[src/hdl/assert_macros.svh]
// Assertion macros for the top-level RTL file that carries checks.
`ifndef ASSERT_MACROS_SVH
`define ASSERT_MACROS_SVH

// Implication checked on every rising clock edge, skipped while reset is high.
`define ASSERT_CLK(label, clk, rst, prop, msg) \
   label: assert property (@(posedge clk) disable iff (rst) prop) else $error(msg);

// Condition that must hold on every rising clock edge outside reset.
`define ASSERT_ALWAYS(label, clk, rst, cond, msg) \
   label: assert property (@(posedge clk) disable iff (rst) (cond)) else $error(msg);

`endif

[src/hdl/scfp_pkg.sv]
// Package for the serial command frame parser: payload types, control structs, constants.
`default_nettype none

package scfp_pkg;

   // Frame format
   localparam logic [7:0] StartByte   = 8'h24;   // '$'
   localparam logic [7:0] ProtoByte   = 8'h4D;   // 'M'
   localparam logic [7:0] DirByte     = 8'h3C;   // '<'
   localparam int         MaxPayload  = 64;
   localparam int         StoreDepth  = 64;
   localparam int         StoreAw     = $clog2(StoreDepth);
   localparam logic [31:0] TimeoutReset = 32'd200000;

   // Input request
   typedef struct packed {
      logic [7:0]  rx_byte;
      logic [31:0] now_us;
   } scfp_req_type;

   // One result of an accepted frame
   typedef struct packed {
      logic [7:0] cmd_code;
      logic [6:0] payload_length;
      logic       has_payload;
      logic [5:0] payload_index;
      logic [7:0] payload_byte;
      logic       last;
   } scfp_rsp_type;

   // Controller to datapath commands
   typedef struct packed {
      logic capture_time;   // remember arrival time of accepted byte
      logic clear_frame;    // header done: clear checksum and length
      logic load_length;    // take length byte
      logic load_command;   // take command byte
      logic store_payload;  // write payload byte to store
      logic start_emit;     // checksum good: rewind read index
      logic fetch;          // read store at read index
      logic send;           // load output register, advance read index
   } scfp_cmd_type;

   // Datapath to controller status
   typedef struct packed {
      logic timed_out;
      logic is_start;
      logic is_proto;
      logic is_dir;
      logic length_ok;
      logic length_zero;
      logic fill_done;
      logic xor_match;
      logic emit_last;
      logic can_load;
   } scfp_stat_type;

endpackage

`default_nettype wire

[src/hdl/serial_command_frame_parser.sv]
// Top level of the serial command frame parser: controller, datapath and checks.
//
//   Channel  Ports                          Flow control  Moves
//   req      req_valid req_stall req_data   valid/stall   one received byte with time
//   rsp      rsp_valid rsp_stall rsp_data   valid/stall   one result of a good frame
//   csr      csr_valid csr_ready csr_data   valid/ready   timeout_limit write
//
// Byte requests are taken without stall while the parser is hunting or inside a frame.
// After a good checksum byte, a frame gives one result per payload byte (one if empty),
// each byte read through the registered read port of the payload store; byte requests
// stall during that time, longer while a result waits on rsp_stall.
// Synchronous reset returns to hunting, clears the last arrival time and loads
// timeout_limit with 200000; a stalled last result does not hold off the next byte.
`default_nettype none

module serial_command_frame_parser (
   input  wire logic                   clock,
   input  wire logic                   reset,
   input  wire logic                   req_valid,
   output logic                        req_stall,
   input  wire scfp_pkg::scfp_req_type  req_data,
   output logic                        rsp_valid,
   input  wire logic                   rsp_stall,
   output scfp_pkg::scfp_rsp_type      rsp_data,
   input  wire logic                   csr_valid,
   output logic                        csr_ready,
   input  wire logic [31:0]            csr_data
);
   import scfp_pkg::*;

   `include "assert_macros.svh"

   scfp_cmd_type  cmd;
   scfp_stat_type stat;

   // Register writes are always taken
   assign csr_ready = 1'b1;

   // Frame state machine
   scfp_ctrl u_ctrl (
      .clock     (clock),
      .reset     (reset),
      .req_valid (req_valid),
      .req_stall (req_stall),
      .stat      (stat),
      .cmd       (cmd)
   );

   // Timing, frame fields, store and output register
   scfp_dp u_dp (
      .clock     (clock),
      .reset     (reset),
      .req_data  (req_data),
      .cmd       (cmd),
      .stat      (stat),
      .csr_valid (csr_valid),
      .csr_data  (csr_data),
      .rsp_valid (rsp_valid),
      .rsp_stall (rsp_stall),
      .rsp_data  (rsp_data)
   );

   // Checks
   `ASSERT_CLK(a_mid_frame_holds_input, clock, reset,
      rsp_valid && !rsp_data.last |-> req_stall, "byte accepted in the middle of a frame")
   `ASSERT_CLK(a_empty_frame_shape, clock, reset,
      rsp_valid && !rsp_data.has_payload |->
         rsp_data.last && rsp_data.payload_byte == 8'h00 && rsp_data.payload_length == 7'd0,
      "empty frame result malformed")
   `ASSERT_CLK(a_index_in_range, clock, reset,
      rsp_valid && rsp_data.has_payload |->
         7'(rsp_data.payload_index) < rsp_data.payload_length, "payload index beyond length")

endmodule

`default_nettype wire

[src/hdl/scfp_ctrl.sv]
// Parser and result sequencing state machine for the serial command frame parser.
`default_nettype none

module scfp_ctrl (
   input  wire logic                   clock,
   input  wire logic                   reset,
   input  wire logic                   req_valid,
   output logic                        req_stall,
   input  wire scfp_pkg::scfp_stat_type stat,
   output scfp_pkg::scfp_cmd_type      cmd
);
   import scfp_pkg::*;

   localparam logic [3:0] StHunt      = 4'd0;
   localparam logic [3:0] StWantProto = 4'd1;
   localparam logic [3:0] StWantDir   = 4'd2;
   localparam logic [3:0] StLength    = 4'd3;
   localparam logic [3:0] StCommand   = 4'd4;
   localparam logic [3:0] StPayload   = 4'd5;
   localparam logic [3:0] StCheck     = 4'd6;
   localparam logic [3:0] StFetch     = 4'd7;
   localparam logic [3:0] StSend      = 4'd8;

   logic [3:0] state_ff;
   logic [3:0] state_in;
   logic [3:0] phase;
   logic       accept;

   // Input is held off while a frame is being emitted
   assign req_stall = (state_ff == StFetch) || (state_ff == StSend);
   assign accept    = req_valid && !req_stall;

   // Byte gap timeout forces hunting before the byte is examined
   assign phase = stat.timed_out ? StHunt : state_ff;

   // Next state and commands
   always_comb begin
      state_in = state_ff;
      cmd      = '0;
      if (accept) begin
         cmd.capture_time = 1'b1;
         unique case (phase)
            StHunt: begin
               state_in = stat.is_start ? StWantProto : StHunt;
            end
            StWantProto: begin
               state_in = stat.is_proto ? StWantDir : StHunt;
            end
            StWantDir: begin
               if (stat.is_dir) begin
                  cmd.clear_frame = 1'b1;
                  state_in        = StLength;
               end else begin
                  state_in = StHunt;
               end
            end
            StLength: begin
               if (stat.length_ok) begin
                  cmd.load_length = 1'b1;
                  state_in        = StCommand;
               end else begin
                  state_in = StHunt;
               end
            end
            StCommand: begin
               cmd.load_command = 1'b1;
               state_in         = stat.length_zero ? StCheck : StPayload;
            end
            StPayload: begin
               cmd.store_payload = 1'b1;
               state_in          = stat.fill_done ? StCheck : StPayload;
            end
            StCheck: begin
               if (stat.xor_match) begin
                  cmd.start_emit = 1'b1;
                  state_in       = StFetch;
               end else begin
                  state_in = StHunt;
               end
            end
            default: begin
               state_in = StHunt;
            end
         endcase
      end else begin
         unique case (state_ff)
            StFetch: begin
               cmd.fetch = 1'b1;
               state_in  = StSend;
            end
            StSend: begin
               if (stat.can_load) begin
                  cmd.send = 1'b1;
                  state_in = stat.emit_last ? StHunt : StFetch;
               end
            end
            default: begin
            end
         endcase
      end
   end

   // State register
   always_ff @(posedge clock) begin
      if (reset) begin
         state_ff <= StHunt;
      end else begin
         state_ff <= state_in;
      end
   end

endmodule

`default_nettype wire

[src/hdl/scfp_dp.sv]
// Datapath of the serial command frame parser: timing, frame fields, payload store, output register.
`default_nettype none

module scfp_dp (
   input  wire logic                   clock,
   input  wire logic                   reset,
   input  wire scfp_pkg::scfp_req_type  req_data,
   input  wire scfp_pkg::scfp_cmd_type  cmd,
   output scfp_pkg::scfp_stat_type     stat,
   input  wire logic                   csr_valid,
   input  wire logic [31:0]            csr_data,
   output logic                        rsp_valid,
   input  wire logic                   rsp_stall,
   output scfp_pkg::scfp_rsp_type      rsp_data
);
   import scfp_pkg::*;

   logic [31:0]        timeout_ff, timeout_in;
   logic [31:0]        arrival_ff, arrival_in;
   logic [6:0]         length_ff, length_in;
   logic [7:0]         command_ff, command_in;
   logic [7:0]         xor_ff, xor_in;
   logic [6:0]         fill_ff, fill_in;
   logic [StoreAw-1:0] rd_idx_ff, rd_idx_in;
   logic [7:0]         mem_q_ff;
   logic               rsp_valid_ff, rsp_valid_in;
   scfp_rsp_type       rsp_ff, rsp_in;
   logic [7:0]         payload_mem [StoreDepth];

   logic [31:0]        gap;
   logic [7:0]         fill_next;
   logic [6:0]         rd_next;
   logic [7:0]         b;

   assign b         = req_data.rx_byte;
   assign gap       = req_data.now_us - arrival_ff;
   assign fill_next = {1'b0, fill_ff} + 8'd1;
   assign rd_next   = {1'b0, rd_idx_ff} + 7'd1;

   // Status toward the controller
   always_comb begin
      stat.timed_out   = gap > timeout_ff;
      stat.is_start    = b == StartByte;
      stat.is_proto    = b == ProtoByte;
      stat.is_dir      = b == DirByte;
      stat.length_ok   = (b <= 8'(MaxPayload)) && (b <= 8'(StoreDepth));
      stat.length_zero = length_ff == 7'd0;
      stat.fill_done   = fill_next >= {1'b0, length_ff};
      stat.xor_match   = xor_ff == b;
      stat.emit_last   = (length_ff == 7'd0) || (rd_next == length_ff);
      stat.can_load    = !rsp_valid_ff || !rsp_stall;
   end

   // Register next values
   always_comb begin
      timeout_in   = csr_valid ? csr_data : timeout_ff;
      arrival_in   = cmd.capture_time ? req_data.now_us : arrival_ff;
      length_in    = length_ff;
      command_in   = command_ff;
      xor_in       = xor_ff;
      fill_in      = fill_ff;
      rd_idx_in    = rd_idx_ff;
      rsp_in       = rsp_ff;
      rsp_valid_in = rsp_valid_ff && rsp_stall;
      if (cmd.clear_frame) begin
         xor_in    = 8'd0;
         length_in = 7'd0;
      end
      if (cmd.load_length) begin
         length_in = b[6:0];
         fill_in   = 7'd0;
         xor_in    = xor_ff ^ b;
      end
      if (cmd.load_command) begin
         command_in = b;
         xor_in     = xor_ff ^ b;
      end
      if (cmd.store_payload) begin
         xor_in  = xor_ff ^ b;
         fill_in = fill_next[6:0];
      end
      if (cmd.start_emit) begin
         rd_idx_in = '0;
      end
      if (cmd.send) begin
         rsp_in.cmd_code       = command_ff;
         rsp_in.payload_length = length_ff;
         rsp_in.has_payload    = !stat.length_zero;
         rsp_in.payload_index  = 6'(rd_idx_ff);
         rsp_in.payload_byte   = stat.length_zero ? 8'd0 : mem_q_ff;
         rsp_in.last           = stat.emit_last;
         rsp_valid_in          = 1'b1;
         rd_idx_in             = rd_next[StoreAw-1:0];
      end
   end

   // Control and frame registers
   always_ff @(posedge clock) begin
      if (reset) begin
         timeout_ff   <= TimeoutReset;
         arrival_ff   <= 32'd0;
         length_ff    <= 7'd0;
         command_ff   <= 8'd0;
         xor_ff       <= 8'd0;
         fill_ff      <= 7'd0;
         rd_idx_ff    <= '0;
         rsp_valid_ff <= 1'b0;
      end else begin
         timeout_ff   <= timeout_in;
         arrival_ff   <= arrival_in;
         length_ff    <= length_in;
         command_ff   <= command_in;
         xor_ff       <= xor_in;
         fill_ff      <= fill_in;
         rd_idx_ff    <= rd_idx_in;
         rsp_valid_ff <= rsp_valid_in;
      end
   end

   // Output payload register
   always_ff @(posedge clock) begin
      rsp_ff <= rsp_in;
   end

   // Payload store: one write port, one registered read port
   always_ff @(posedge clock) begin
      if (cmd.store_payload) begin
         payload_mem[fill_ff[StoreAw-1:0]] <= b;
      end
      if (cmd.fetch) begin
         mem_q_ff <= payload_mem[rd_idx_ff];
      end
   end

   assign rsp_valid = rsp_valid_ff;
   assign rsp_data  = rsp_ff;

endmodule

`default_nettype wire
[config.mk]
export PLATFORM = sky130hd
export DESIGN_NAME = serial_command_frame_parser
export DESIGN_NICKNAME = d
export VERILOG_FILES = /design/src/hdl/scfp_pkg.sv /design/src/hdl/serial_command_frame_parser.sv /design/src/hdl/scfp_ctrl.sv /design/src/hdl/scfp_dp.sv
export VERILOG_INCLUDE_DIRS = /design/src /design/src/hdl
export SDC_FILE = /design/constraint.sdc
export NUM_CORES = 1
export LEC_CHECK = 0
export ABC_CLOCK_PERIOD_IN_PS = 11000
export BUFFER_PORTS_ARGS = -buffer_cell sky130_fd_sc_hd__buf_2
export CORE_MARGIN = 5
export CORE_UTILIZATION = 43
export DETAILED_ROUTE_END_ITERATION = 10
export PLACE_DENSITY = 0.6
export SYNTH_ARGS = -nofsm -noshare
export SYNTH_HDL_FRONTEND = slang
export SYNTH_SLANG_ARGS = --single-unit
[constraint.sdc]
create_clock -name clock -period 11 [get_ports clock]
set_input_delay 0 -clock clock [delete_from_list [all_inputs] [get_ports clock]]
set_output_delay 0 -clock clock [all_outputs]
set_load 0.05 [all_outputs]
==> flow_summary.json <==
{
  "outcome": "completed",
  "start_kind": "flip-flop",
  "fp.dieH_microns": 265,
  "overflow": 0,
  "tns_ns": 0,
  "hold_viol": 0,
  "grt_pass1_vias": 16372,
  "clockBufferDepth": 3,
  "skew_ns": 0.0301,
  "wl_microns": 68000,
  "syn_avg_cell_area_sq_um": 15.8,
  "hold_start": "req_data[33]",
  "place.gp.congestion": 0.862,
  "fin_crit_ns": 6.91,
  "synthFlopType": "edfxtp_1",
  "synth-seq-cells": 656,
  "worstPathRequired_ns": 11.24,
  "grt_start_max_net_pins": 76,
  "num-nets-final": 2103,
  "final_cell_area_sq_um": 32500,
  "dr.pass1.iters": 7,
  "via_per_inst": 5.67,
  "ir_drop_mv": 0.155,
  "power_switching_share_pct": 21.8,
  "clk_latency_ns": 0.62,
  "power.share.clock_pct": 44.0,
  "area_growth_pct": 16.1,
  "drc": 0,
  "holdPathEnd": "u_dp.payload_mem[45][1]",
  "drtIter0Drc": 1672,
  "antenna_found_initial": 1,
  "p_int_mw": 4.23,
  "reg2reg_from": "u_dp.arrival_ff[17]",
  "ant_nets": 0,
  "die_area_sq_um": 70200,
  "power_leakage_nw": 10.7,
  "portBuffers": 109,
  "syn-instance-count": 1766,
  "combPwrFrac_pct": 5.9,
  "arrival_ns": 7.15,
  "cp_max_fo": 13,
  "synth-edff-count": 551,
  "synth_top_area_share_pct": 59.2,
  "start_util_pct": 43.4,
  "met3_length_microns": 4790,
  "fillers": 5333,
  "tritoncts": "yes",
  "end_kind": "flip-flop",
  "multi_input_area_sq_um": 8600,
  "synthTopCellsByArea": "edfxtp_1 59%, mux4_2 14%, dfxtp_1 7.5%, ha_1 3.2%, nor2_1 1.9%",
  "setup_viol_count_final": 0,
  "syn_area_sq_um": 28000,
  "wl_met2_microns": 32500,
  "syn-num-nets": 1916,
  "hold_path.class": "input port to flip-flop",
  "dpl.hpwl_microns": 43000,
  "core_area_sq_um": 64500,
  "post_drt_wl_per_cell_microns": 23.8,
  "seq_area_sq_um": 18700,
  "io_pins": 111,
  "synth_cell_types": 72,
  "placed_cell_area_sq_um": 29400,
  "power_switching_mw": 1.18,
  "worstRegToRegCells": 18,
  "root_buffer": "clkbuf_16",
  "yosys.area.top_type": "edfxtp_1",
  "p_seq_share_pct": 50.1,
  "hold_path_depth": 1,
  "rsz0062_at_grt": "no",
  "drt-met1-wl_microns": 29400,
  "p_total_mw": 5.41,
  "finalMaxSlewViolations": 0,
  "clk_pin_slew_worst_paths_ns": 0.06,
  "num_vias": 16228,
  "r2r_end": "u_dp.payload_mem[37][5]",
  "yosysWarnings": 0,
  "crit_type": "flip-flop to flip-flop",
  "yosysSeqAreaShare_pct": 66.7,
  "track_usage_pct": 19.1,
  "ys_top_cells_by_count": "551 x edfxtp_1, 168 x mux4_2, 139 x nor2_1",
  "cts_made_buffers": 68,
  "highest_layer": "met5",
  "die_x_microns": 265,
  "rrSetupSlack_ns": 4.09,
  "period_share_pct": 62.8,
  "maxCapViolations": 0,
  "synth_most_common_cell": "edfxtp_1",
  "clkSinkCount": 656,
  "rows": 93,
  "drive_above_1_share_pct": 20.6,
  "power.density_nw_per_um2": 167,
  "worst_pin_slew_ns": 1.16,
  "max_freq_ghz": 0.145,
  "grt_pass1_wl_microns": 103000,
  "relSlewSlack_pct": 22.6,
  "ys_async_sr_fraction_pct": 0,
  "htreeDepth": 3
}
critical path, stage by stage (launching register included):
cell and delay [ns]:
dfxtp_1 0.32, inv_1 0.04, ha_1 0.34, a21oi_1 0.34, o21ai_0 0.15, a2111oi_0 0.42, a21oi_1 0.25, a21oi_1 0.26
o31ai_1 0.11, a21oi_1 0.19, xnor2_1 0.09, ha_1 0.32, nand4_1 0.15, nor4_1 0.50, nand4_1 0.22, nor3_1 0.51
o2111ai_1 0.51, or4b_1 1.08, nor2_1 0.74
sequential cells by signal (all words and copies together) (netlist names):
register          count
u_dp.xor_ff           8
u_dp.rsp_valid        1
u_dp.command_ff       8
u_dp.payload_mem    512
u_dp.length_ff        7
u_dp.mem_q_ff         8
u_dp.fill_ff          7
u_dp.arrival_ff      32
u_ctrl.state_ff       4
u_dp.rd_idx_ff        6
u_dp.timeout_ff      32
u_dp.rsp_data        31
cell families (layout without fill, tap and decap cells):
kind of cell / count (synthesis) / after routing / synth area share (%)
flip-flops: 656 / 656 / 66.7
AND/OR/NAND/NOR: 394 / 394 / 6.45
AO/OA/AOI/OAI: 222 / 222 / 5.20
multiplexers: 196 / 196 / 14.5
buffers and inverters: 185 / 424 / 2.52
adder cells (fa/ha/maj): 73 / 73 / 3.29
XOR/XNOR: 39 / 39 / 1.27
other: 1 / 2 / 0.0134
final cells by class:
class | instances | share of cell area [%]
Tap cell | 855 | 3.30
Clock inverter | 38 | 1.56
Sequential cell | 656 | 57.5
Inverter | 99 | 1.14
Antenna cell | 1 | 0.00771
Multi-Input combinational cell | 925 | 26.5
Timing Repair Buffer | 203 | 4.43
Clock buffer | 84 | 5.59
worst max-delay path by stage:
stage                              startpoint                       to  slack, ns  depth (start not counted)
after detailed placement   u_dp.arrival_ff[7]  u_dp.payload_mem[37][2]       4.13                         18
after CTS                  u_dp.arrival_ff[7]  u_dp.payload_mem[37][4]       4.11                         18
after floorplan            u_dp.arrival_ff[0]  u_dp.payload_mem[12][0]       5.51                         21
after global routing      u_dp.arrival_ff[17]  u_dp.payload_mem[37][7]       3.45                         18
after global placement     u_dp.arrival_ff[0]   u_dp.payload_mem[5][1]       4.36                         19
final                     u_dp.arrival_ff[17]  u_dp.payload_mem[37][5]       4.09                         18
layer usage:
metal / vias up / track usage (%)
li1: 7232 / -
met1: 8268 / 27.2
met2: 632 / 30.9
met3: 94 / 3.56
met4: 2 / 4.55
met5: - / 0
power by group through the flow:
stage                     Combinational (mW)  Sequential (mW)  Clock [mW]
after global placement                 0.293             2.76           0
final                                  0.321             2.71        2.38
after floorplan                        0.190             2.76           0
after CTS                              0.322             2.71        2.43
after global routing                   0.359             2.71        2.53
after detailed placement               0.300             2.76           0
cell usage in the layout, fill, tap and decap left out, types with 17 or more instances in the layout:
master	instances
o21ai_0	27
inv_1	97
dlygate4sd3_1	75
a21oi_1	80
buf_4	19
clkbuf_16	70
buf_2	109
nor2_1	139
ha_1	72
nand3_1	32
dfxtp_1	101
edfxtp_1	551
o32ai_1	21
mux4_2	168
xnor2_1	27
nand2_1	126
mux2i_1	27
a31oi_1	17
metrics by stage:
stage / cells / hold slack, ns / setup slack (ns) / util [%]
2_1_floorplan: 1766 / 0.0989 / 5.51 / -
3_3_place_gp: 2663 / 0.234 / 4.36 / 45.6
3_5_place_dp: 2663 / 0.242 / 4.13 / 45.6
4_1_cts: 2860 / 0.123 / 4.11 / 50.4
5_1_grt: 2860 / 0.170 / 3.45 / 50.4
6_report: 2861 / 0.138 / 4.09 / 50.4
what timing repair did:
item,4_1_cts,5_1_grt
resized for setup,0,0
hold buffers,75,0
hold endpoints to repair,186,0
setup buffers,0,0
(Power assumes the default switching activity.)
